===== src/hdl/spectrogram_temporal_median5_defines.svh =====
// Assertion macros for the temporal median filter.
// Included by the top level; needs signals clk and rst_n in scope.
`ifndef SPECTROGRAM_TEMPORAL_MEDIAN5_DEFINES_SVH
`define SPECTROGRAM_TEMPORAL_MEDIAN5_DEFINES_SVH

`ifndef SYNTH

// Check a condition at every clock edge outside reset
`define STM5_ASSERT(name, prop, msg) \
  name: assert property (@(posedge clk) disable iff (!rst_n) (prop)) else $error(msg);

// Check a consequence in the same cycle
`define STM5_ASSERT_IMPLY(name, pre, post, msg) \
  name: assert property (@(posedge clk) disable iff (!rst_n) (pre) |-> (post)) \
    else $error(msg);

// Check a consequence in the next cycle
`define STM5_ASSERT_NEXT(name, pre, post, msg) \
  name: assert property (@(posedge clk) disable iff (!rst_n) (pre) |=> (post)) \
    else $error(msg);

`else

`define STM5_ASSERT(name, prop, msg)
`define STM5_ASSERT_IMPLY(name, pre, post, msg)
`define STM5_ASSERT_NEXT(name, pre, post, msg)

`endif

`endif


===== src/hdl/stm5_pkg.sv =====
// Shared widths, constants and types of the temporal median filter.
// No dependencies; used by every other file except the assertion macro header.
`timescale 1ns / 1ps

package stm5_pkg;

  localparam int MAG_W     = 16;
  localparam int IDX_W     = 10;
  localparam int CFG_W     = 11;
  localparam int FRAME_W   = 3;
  localparam int HIST_TAPS = 4;
  localparam int HIST_W    = HIST_TAPS * MAG_W;
  localparam int WIN_N     = HIST_TAPS + 1;
  localparam int APB_AW    = 2;
  localparam int APB_DW    = 32;

  // Register map
  localparam logic [APB_AW-1:0] REG_BINS_IN_USE = 2'd0;

  localparam logic [CFG_W-1:0]   BINS_RESET      = 11'd1024;
  localparam logic [FRAME_W-1:0] FRAME_FIRST_OUT = 3'd2;
  localparam logic [FRAME_W-1:0] FRAME_FULL      = 3'd4;

  typedef logic [MAG_W-1:0]  mag_t;
  typedef logic [HIST_W-1:0] hist_t;
  typedef logic [WIN_N-1:0][MAG_W-1:0] win_t;

  // Per-word control that travels with the data
  typedef struct packed {
    logic [IDX_W-1:0] bin_index;
    logic             emit;
    logic             edge_frame;
  } tag_t;

endpackage


===== src/hdl/stm5_ifs.sv =====


interface stm5_out_if;
  logic                          valid;
  logic                          ready;
  stm5_pkg::mag_t                filtered;
  logic [stm5_pkg::IDX_W-1:0]    bin_index;
  logic                          edge_frame;

  modport source (output valid, output filtered, output bin_index, output edge_frame,
                  input ready);
  modport sink   (input valid, input filtered, input bin_index, input edge_frame,
                  output ready);
endinterface


===== src/hdl/stm5_median.sv =====
// Median-of-five compare network in three stages plus the output register.
// Depends on stm5_pkg and stm5_ifs.
`timescale 1ns / 1ps

module stm5_median (
  input  logic             clk,
  input  logic             rst_n,
  input  logic             up_valid,
  output logic             up_ready,
  input  stm5_pkg::win_t   up_win,
  input  stm5_pkg::tag_t   up_tag,
  stm5_out_if.source       out_ch
);
  import stm5_pkg::*;

  function automatic mag_t mag_min(input mag_t a, input mag_t b);
    return (a < b) ? a : b;
  endfunction

  function automatic mag_t mag_max(input mag_t a, input mag_t b);
    return (a < b) ? b : a;
  endfunction

  logic v2_r, v3_r, v4_r, ov_r;
  logic go2, go3, go4, ogo;

  mag_t a_lo_r, a_hi_r, b_lo_r, b_hi_r, e2_r;
  tag_t tag2_r;
  mag_t p3_r, q3_r, r3_r, e3_r;
  tag_t tag3_r;
  mag_t p4_r, q4_r, rl4_r, rh4_r;
  tag_t tag4_r;
  mag_t filt_r;
  logic [IDX_W-1:0] idx_r;
  logic edge_r;

  mag_t p3_nxt, q3_nxt, r3_nxt, med;

  // Ready chain: a stage moves when empty or when the next one moves
  assign ogo      = !ov_r || out_ch.ready;
  assign go4      = !v4_r || ogo;
  assign go3      = !v3_r || go4;
  assign go2      = !v2_r || go3;
  assign up_ready = go2;

  // Drop the smaller pair minimum; it sits below at least three others
  always_comb begin
    if (a_lo_r < b_lo_r) begin
      p3_nxt = b_lo_r;
      q3_nxt = b_hi_r;
      r3_nxt = a_hi_r;
    end else begin
      p3_nxt = a_lo_r;
      q3_nxt = a_hi_r;
      r3_nxt = b_hi_r;
    end
  end

  // Second smallest of the remaining four
  assign med = (p4_r < rl4_r) ? mag_min(q4_r, rl4_r) : mag_min(p4_r, rh4_r);

  // Valid bits
  always_ff @(posedge clk) begin
    if (!rst_n) begin
      v2_r <= 1'b0;
      v3_r <= 1'b0;
      v4_r <= 1'b0;
      ov_r <= 1'b0;
    end else begin
      if (go2) v2_r <= up_valid;
      if (go3) v3_r <= v2_r;
      if (go4) v4_r <= v3_r;
      if (ogo) ov_r <= v4_r;
    end
  end

  // Stage 2: sort the two history pairs
  always_ff @(posedge clk) begin
    if (go2 && up_valid) begin
      a_lo_r <= mag_min(up_win[0], up_win[1]);
      a_hi_r <= mag_max(up_win[0], up_win[1]);
      b_lo_r <= mag_min(up_win[2], up_win[3]);
      b_hi_r <= mag_max(up_win[2], up_win[3]);
      e2_r   <= up_win[HIST_TAPS];
      tag2_r <= up_tag;
    end
  end

  // Stage 3: keep one sorted pair and the other maximum
  always_ff @(posedge clk) begin
    if (go3 && v2_r) begin
      p3_r   <= p3_nxt;
      q3_r   <= q3_nxt;
      r3_r   <= r3_nxt;
      e3_r   <= e2_r;
      tag3_r <= tag2_r;
    end
  end

  // Stage 4: sort the leftover maximum against the current magnitude
  always_ff @(posedge clk) begin
    if (go4 && v3_r) begin
      p4_r   <= p3_r;
      q4_r   <= q3_r;
      rl4_r  <= mag_min(r3_r, e3_r);
      rh4_r  <= mag_max(r3_r, e3_r);
      tag4_r <= tag3_r;
    end
  end

  // Output register; edge frames are forced to zero
  always_ff @(posedge clk) begin
    if (ogo && v4_r) begin
      filt_r <= tag4_r.edge_frame ? '0 : med;
      idx_r  <= tag4_r.bin_index;
      edge_r <= tag4_r.edge_frame;
    end
  end

  assign out_ch.valid      = ov_r;
  assign out_ch.filtered   = filt_r;
  assign out_ch.bin_index  = idx_r;
  assign out_ch.edge_frame = edge_r;

endmodule


===== src/flat_wrapper.sv =====
// flat-port wrapper written by rule: the top's interface ports become plain ports
module stm5_median_flat import stm5_pkg::*;
  (clk, rst_n, up_valid, up_ready, up_win, up_tag, out_ch_valid, out_ch_filtered, out_ch_bin_index, out_ch_edge_frame, out_ch_ready);
  stm5_out_if out_ch_i ();
  input  logic clk;
  input  logic rst_n;
  input  logic up_valid;
  output logic up_ready;
  input  stm5_pkg::win_t up_win;
  input  stm5_pkg::tag_t up_tag;
  output wire logic [$bits(out_ch_i.valid)-1:0] out_ch_valid;
  output wire logic [$bits(out_ch_i.filtered)-1:0] out_ch_filtered;
  output wire logic [$bits(out_ch_i.bin_index)-1:0] out_ch_bin_index;
  output wire logic [$bits(out_ch_i.edge_frame)-1:0] out_ch_edge_frame;
  input wire logic [$bits(out_ch_i.ready)-1:0] out_ch_ready;
  assign out_ch_valid = out_ch_i.valid;
  assign out_ch_filtered = out_ch_i.filtered;
  assign out_ch_bin_index = out_ch_i.bin_index;
  assign out_ch_edge_frame = out_ch_i.edge_frame;
  assign out_ch_i.ready = out_ch_ready;
  stm5_median u_core (.clk(clk), .rst_n(rst_n), .up_valid(up_valid), .up_ready(up_ready), .up_win(up_win), .up_tag(up_tag), .out_ch(out_ch_i));
endmodule

===== config.mk =====
export PLATFORM = sky130hd
export DESIGN_NAME = stm5_median_flat
export DESIGN_NICKNAME = d
export VERILOG_FILES = /design/src/hdl/spectrogram_temporal_median5_defines.svh /design/src/hdl/stm5_pkg.sv /design/src/hdl/stm5_ifs.sv /design/src/hdl/stm5_median.sv /design/src/flat_wrapper.sv
export SDC_FILE = /design/constraint.sdc
export NUM_CORES = 1
export LEC_CHECK = 0
export ABC_AREA = 1
export BUFFER_PORTS_ARGS = -buffer_cell sky130_fd_sc_hd__clkbuf_2
export CAP_MARGIN = 25
export CORE_MARGIN = 3
export CORE_UTILIZATION = 40
export DETAILED_ROUTE_END_ITERATION = 6
export SLEW_MARGIN = 20
export SYNTH_ARGS = -nofsm -noshare
export SYNTH_HDL_FRONTEND = slang
export SYNTH_SLANG_ARGS = --single-unit

===== constraint.sdc =====
create_clock -name clk -period 17.6 [get_ports clk]
set_input_delay 2.64 -clock clk [delete_from_list [all_inputs] [get_ports clk]]
set_output_delay 2.64 -clock clk [all_outputs]
set_load 0.1 [all_outputs]

# Word level (Yosys, flattened, before mapping)
# Cells that the tools add are included.
[totals] register_bits=272 latch_bits=0 ram_bits=0 output_inout_bits=29 memories=0 in_bits=96 mem_bits_ro=0 elab_cells=57
[op_classes] bitwise=0 n_eq_ne=0 n_reduce_logical=12 magnitude_cmp=7 shifts=0 n_div=0 n_addsub=0 mul=0 muxes=12
[op_table] op="2-to-1 mux 16 bit" count=12
[op_table] op="less-than comparator 16 bit" count=7
[op_table] op="logical AND 1 bit" count=4
[op_table] op="zero test 1 bit" count=4
[op_table] op="logical OR 1 bit" count=4

# Longest topological paths before layout
[logic_depth] word_depth=6 ltp_mapped=15 depth_no_buf=14

# Worst setup path after synthesis
# No wires, ideal clock.
[synth_timing] kind="in2reg" startpoint="input out_ch_ready" endpoint="register u_core.a_hi_r[0], enable pin" required_time_ns=17.057 slack_ns=10.248 setup_time_ns=0.543 n_path_buf=0 arrival_ns=6.808 stages=8 cell_sequence="nor2_1 -> inv_1 -> nor2_1 -> inv_2 -> nor2_1 -> inv_1 -> nor2_1 -> nor2_1"
[synth_via] elab_chain_cells=5
[synth_rtl] item="from (decl)" line="flat_wrapper.sv:15" rtl="input wire logic [$bits(out_ch_i.ready)-1:0] out_ch_ready;"
[synth_rtl] item="logical OR 1 bit" line="stm5_median.sv:40" rtl="assign ogo = !ov_r || out_ch.ready;"
[synth_rtl] item="logical OR 1 bit" line="stm5_median.sv:41" rtl="assign go4 = !v4_r || ogo;"
[synth_rtl] item="logical OR 1 bit" line="stm5_median.sv:42" rtl="assign go3 = !v3_r || go4;"
[synth_rtl] item="logical OR 1 bit" line="stm5_median.sv:43" rtl="assign go2 = !v2_r || go3;"
[synth_rtl] item="logical AND 1 bit" line="stm5_median.sv:79" rtl="if (go2 && up_valid) begin"
[synth_rtl] item="to (signal assigned)" line="stm5_median.sv:81" rtl="a_hi_r <= mag_max(up_win[0], up_win[1]);"
[synth_rtl] item="to (decl)" line="stm5_median.sv:27" rtl="mag_t a_lo_r, a_hi_r, b_lo_r, b_hi_r, e2_r;"
# No other way between the ends.
# A chain may end at the register's enable or synchronous reset.

# Worst setup path in the final report
[layout_timing] startpoint="input out_ch_ready" endpoint="output up_ready"
[layout_via] elab_chain_cells=4
[layout_rtl] item="logical OR 1 bit" line="stm5_median.sv:40"
[layout_rtl] item="logical OR 1 bit" line="stm5_median.sv:41"
[layout_rtl] item="logical OR 1 bit" line="stm5_median.sv:42"
[layout_rtl] item="logical OR 1 bit" line="stm5_median.sv:43"
[layout_rtl] item="to (decl)" line="flat_wrapper.sv:8" rtl="output logic up_ready;"
# No other way between the ends.

==> results.py <==
metrics = {
    "cts": {
        "cts_resized": 0,
        "tritoncts_buffers": 29,
        "clock_path_buffers": 3,
        "clk_pin_slew_worst_paths_ns": 0.06,
        "clock_tree.htree_level_count": 1,
        "worstSkewPairLatency_ns": 0.54,
        "cts.sinks": 272,
        "tritoncts_clock_tree": "yes",
        "cts.root.buffer_cell": "sky130_fd_sc_hd__clkbuf_16",
        "postCtsHoldBufs": 0,
        "post-cts-setup-buffers": 0,
    },
    "yosys": {
        "async_reset_ff_share_pct": 0,
        "netlist-cell-type-count": 26,
        "ys_dominant_reg_cell": "sky130_fd_sc_hd__edfxtp_1",
        "syn_nets": 1470,
        "synth_area_um2": 13500,
        "syn_inst": 1269,
        "number_of_synthesis_warnings": 0,
        "synth_edf_count": 268,
        "per_instance_average_area_after_synthesis_um2": 10.6,
        "postSynthRegisterBits": 272,
        "seq_area_frac_synth_pct": 60.4,
    },
    "grt": {
        "grt.overflow.total": 0,
        "grt_use_total_pct": 14.9,
        "pin_count_of_the_biggest_net_entering_global_routing": 83,
        "first_global_vias": 8414,
        "grt_first_pass_wirelength_mm": 43.3,
        "antenna_violations_before_repair": 0,
    },
    "sta": {
        "unrepaired_setup_endpoints_after_global_routing": "false",
        "slew_violations": 0,
        "finalSetupViolCount": 0,
        "fin_ws_ns": 11.01,
        "timing.final.hold_violations": 0,
        "min_period_over_period_pct": 37.5,
        "timing.final.crit_period_ns": 6.59,
        "totalNegativeSetupSlack_ns": 0,
        "max_freq_ghz": 0.152,
        "tightestPinTransition_ns": 0.979,
        "skew_ns": 0.0165,
        "timing.max_slew.rel_slack_pct": 34.7,
    },
    "route": {
        "vias_per_cell": 4.77,
        "drtAntennaViolNets": 0,
        "detail_route.first_pass.iterations": 5,
        "routed_wire_length_per_instance_um": 14.5,
        "detailroute.via_count": 8848,
        "detailedRoute.firstIterationViolations": 468,
        "wl_mm": 26.9,
        "drc": 0,
    },
    "floorplanning": {
        "core_area_um2": 32900,
        "io_pins": 125,
        "die_h_um": 189,
        "fp.dieW_um": 189,
        "num_rows": 66,
        "initial_core_util_pct": 41.0,
        "die-area_um2": 35900,
    },
    "final_layout": {
        "nets": 1592,
        "final_core_util_pct": 46.8,
        "multiInputGateArea_um2": 4560,
        "fillers": 3069,
        "drive_gt1_share_pct": 15.5,
        "areaGrowthSynthToFinish_pct": 14.3,
        "instances_no_fill": 1853,
        "n_antenna_cell": 0,
        "area.sequential_um2": 8130,
    },
    "critical_path": {
        "critical_path.most_common_cell": "sky130_fd_sc_hd__nor2_1",
        "critical_path_buf_inv_count": 6,
        "timing_worst_setup_path_type": "in -> out",
        "timing.critical_path.cells": "clkbuf_2 -> nor2_1 -> inv_1 -> nor2_1 -> inv_2 -> nor2_1 -> inv_1 -> nor2_1 -> inv_1 -> clkbuf_2",
        "cpPeakStageDelay_ns": 0.38,
        "critical_path.endpoint_type": "output pin",
        "kind_of_start_point_of_the_critical_path": "input port",
        "critical_path_arrival_ns": 3.95,
        "required_ns": 14.96,
        "maximum_fanout_along_the_worst_path": 3,
        "timing.critical_path.slowest_stage_cell": "sky130_fd_sc_hd__clkbuf_2",
        "worst_path_dominant_cell_family": "buffers and inverters",
    },
    "power": {
        "pwr_per_cell_area_nw_per_um2": 103,
        "leakagePower_nw": 6.75,
        "vdd.ir_drop.worst_v": 0.0000705,
        "total_power_w": 0.00159,
    },
    "place": {
        "globalplace.congestion": 0.883,
        "dp_cells": 1800,
        "dp_hpwl_mm": 20.2,
        "dp_worst_setup_slack_ns": 11.01,
        "io_buffers": 123,
    },
    "run_status": {
        "run_status": "finished clean",
    },
    "run": {
        "maxCapViolations": 0,
    },
    "hold_path": {
        "holdCritPathClass": "reg -> reg",
    },
}
==> metrics by stage <==
stage                     hold slack, ns  area [um^2]
final                              0.409        15400
after global routing               0.417        15400
after CTS                          0.414        15300
after detailed placement           0.405        14400
after global placement             0.401        14400
after floorplan                    0.400        13500
==> logic make-up (layout without fill, tap and decap cells) <==
| kind of cell | count (synthesis) | count (layout) | share of synthesized area, % |
|---|---|---|---|
| compound gates | 151 | 151 | 6.53 |
| fa+ha+maj | 105 | 105 | 9.76 |
| buf+inv | 179 | 321 | 5.86 |
| flops | 272 | 272 | 60.4 |
| simple gates | 562 | 562 | 17.5 |
==> report_power, final <==
group / leakage [nW] / internal (W) / total (W) / switching, W
clock network: 0.433 / 0.000344 / 0.000581 / 0.000236
registers: 2.58 / 0.000772 / 0.000792 / 0.0000194
logic: 3.74 / 0.0000726 / 0.000217 / 0.000145
total: 6.75 / 0.00119 / 0.00159 / 0.000400
==> path summary, 6_finish.rpt <==
check             slack [ns]      startpoint                to  cells after the start
setup / recovery       11.01    out_ch_ready          up_ready                     10
hold / removal          0.41  u_core.e2_r[9]    u_core.e3_r[9]                      0
setup reg to reg       14.78  u_core.e3_r[7]  u_core.rh4_r[13]                      8
hold reg to reg         0.41  u_core.e2_r[9]    u_core.e3_r[9]                      0
==> metal layers <==
layer	track usage [%]	vias up	wire, um
met1	21.6	4010	13000
met2	22.7	198	11700
li1	-	4601	-
met3	2.41	39	1370
met4	5.32	0	858
met5	0	-	0
==> worst reg2reg max path, delay by kind of cell (launching register included) <==
kind / cells / cell delay (ns)
buffers and inverters: 1 / 0.09
AND/OR/NAND/NOR: 2 / 0.88
AO/OA/AOI/OAI: 4 / 0.84
adder cells (fa/ha/maj): 1 / 0.31
flip-flops: 1 / 0.41
==> cells in the final DEF, fill, tap and decap left out, types with 4 or more instances in the layout <==
| master | instances |
|---|---|
| sky130_fd_sc_hd__inv_1 | 127 |
| sky130_fd_sc_hd__o21ai_1 | 70 |
| sky130_fd_sc_hd__nor3_1 | 4 |
| sky130_fd_sc_hd__buf_4 | 9 |
| sky130_fd_sc_hd__clkbuf_16 | 29 |
| sky130_fd_sc_hd__a21oi_2 | 7 |
| sky130_fd_sc_hd__nand3_1 | 141 |
| sky130_fd_sc_hd__clkbuf_2 | 123 |
| sky130_fd_sc_hd__clkinv_1 | 9 |
| sky130_fd_sc_hd__inv_2 | 9 |
| sky130_fd_sc_hd__nand2_2 | 7 |
| sky130_fd_sc_hd__a21oi_1 | 51 |
| sky130_fd_sc_hd__clkbuf_1 | 5 |
| sky130_fd_sc_hd__nor2_1 | 41 |
| sky130_fd_sc_hd__nand2_1 | 358 |
| sky130_fd_sc_hd__edfxtp_1 | 268 |
| sky130_fd_sc_hd__ha_1 | 105 |
| sky130_fd_sc_hd__o21ai_2 | 13 |
| sky130_fd_sc_hd__nor3_2 | 4 |
| sky130_fd_sc_hd__dfxtp_1 | 4 |
==> final cells by class <==
type | count | area share, %
Timing Repair Buffer | 134 | 4.69
Sequential cell | 272 | 52.8
Inverter | 136 | 3.32
Tap cell | 442 | 3.59
Clock buffer | 34 | 4.84
Clock inverter | 17 | 1.07
Multi-Input combinational cell | 818 | 29.7
==> cell usage after synthesis (6+ instances only) <==
library cell,number,area (um^2)
sky130_fd_sc_hd__a21oi_2,6,52.6
sky130_fd_sc_hd__inv_1,129,484
sky130_fd_sc_hd__buf_6,10,113
sky130_fd_sc_hd__o21ai_2,13,114
sky130_fd_sc_hd__nand3_1,141,706
sky130_fd_sc_hd__inv_2,7,26.3
sky130_fd_sc_hd__buf_2,31,155
sky130_fd_sc_hd__ha_1,105,1310
sky130_fd_sc_hd__nor2_1,43,161
sky130_fd_sc_hd__o21ai_1,70,350
sky130_fd_sc_hd__a21oi_1,52,260
sky130_fd_sc_hd__edfxtp_1,268,8050
sky130_fd_sc_hd__nand2_2,8,50.1
sky130_fd_sc_hd__nand2_1,358,1340
Note: power is estimated with default switching activity, not from simulation.
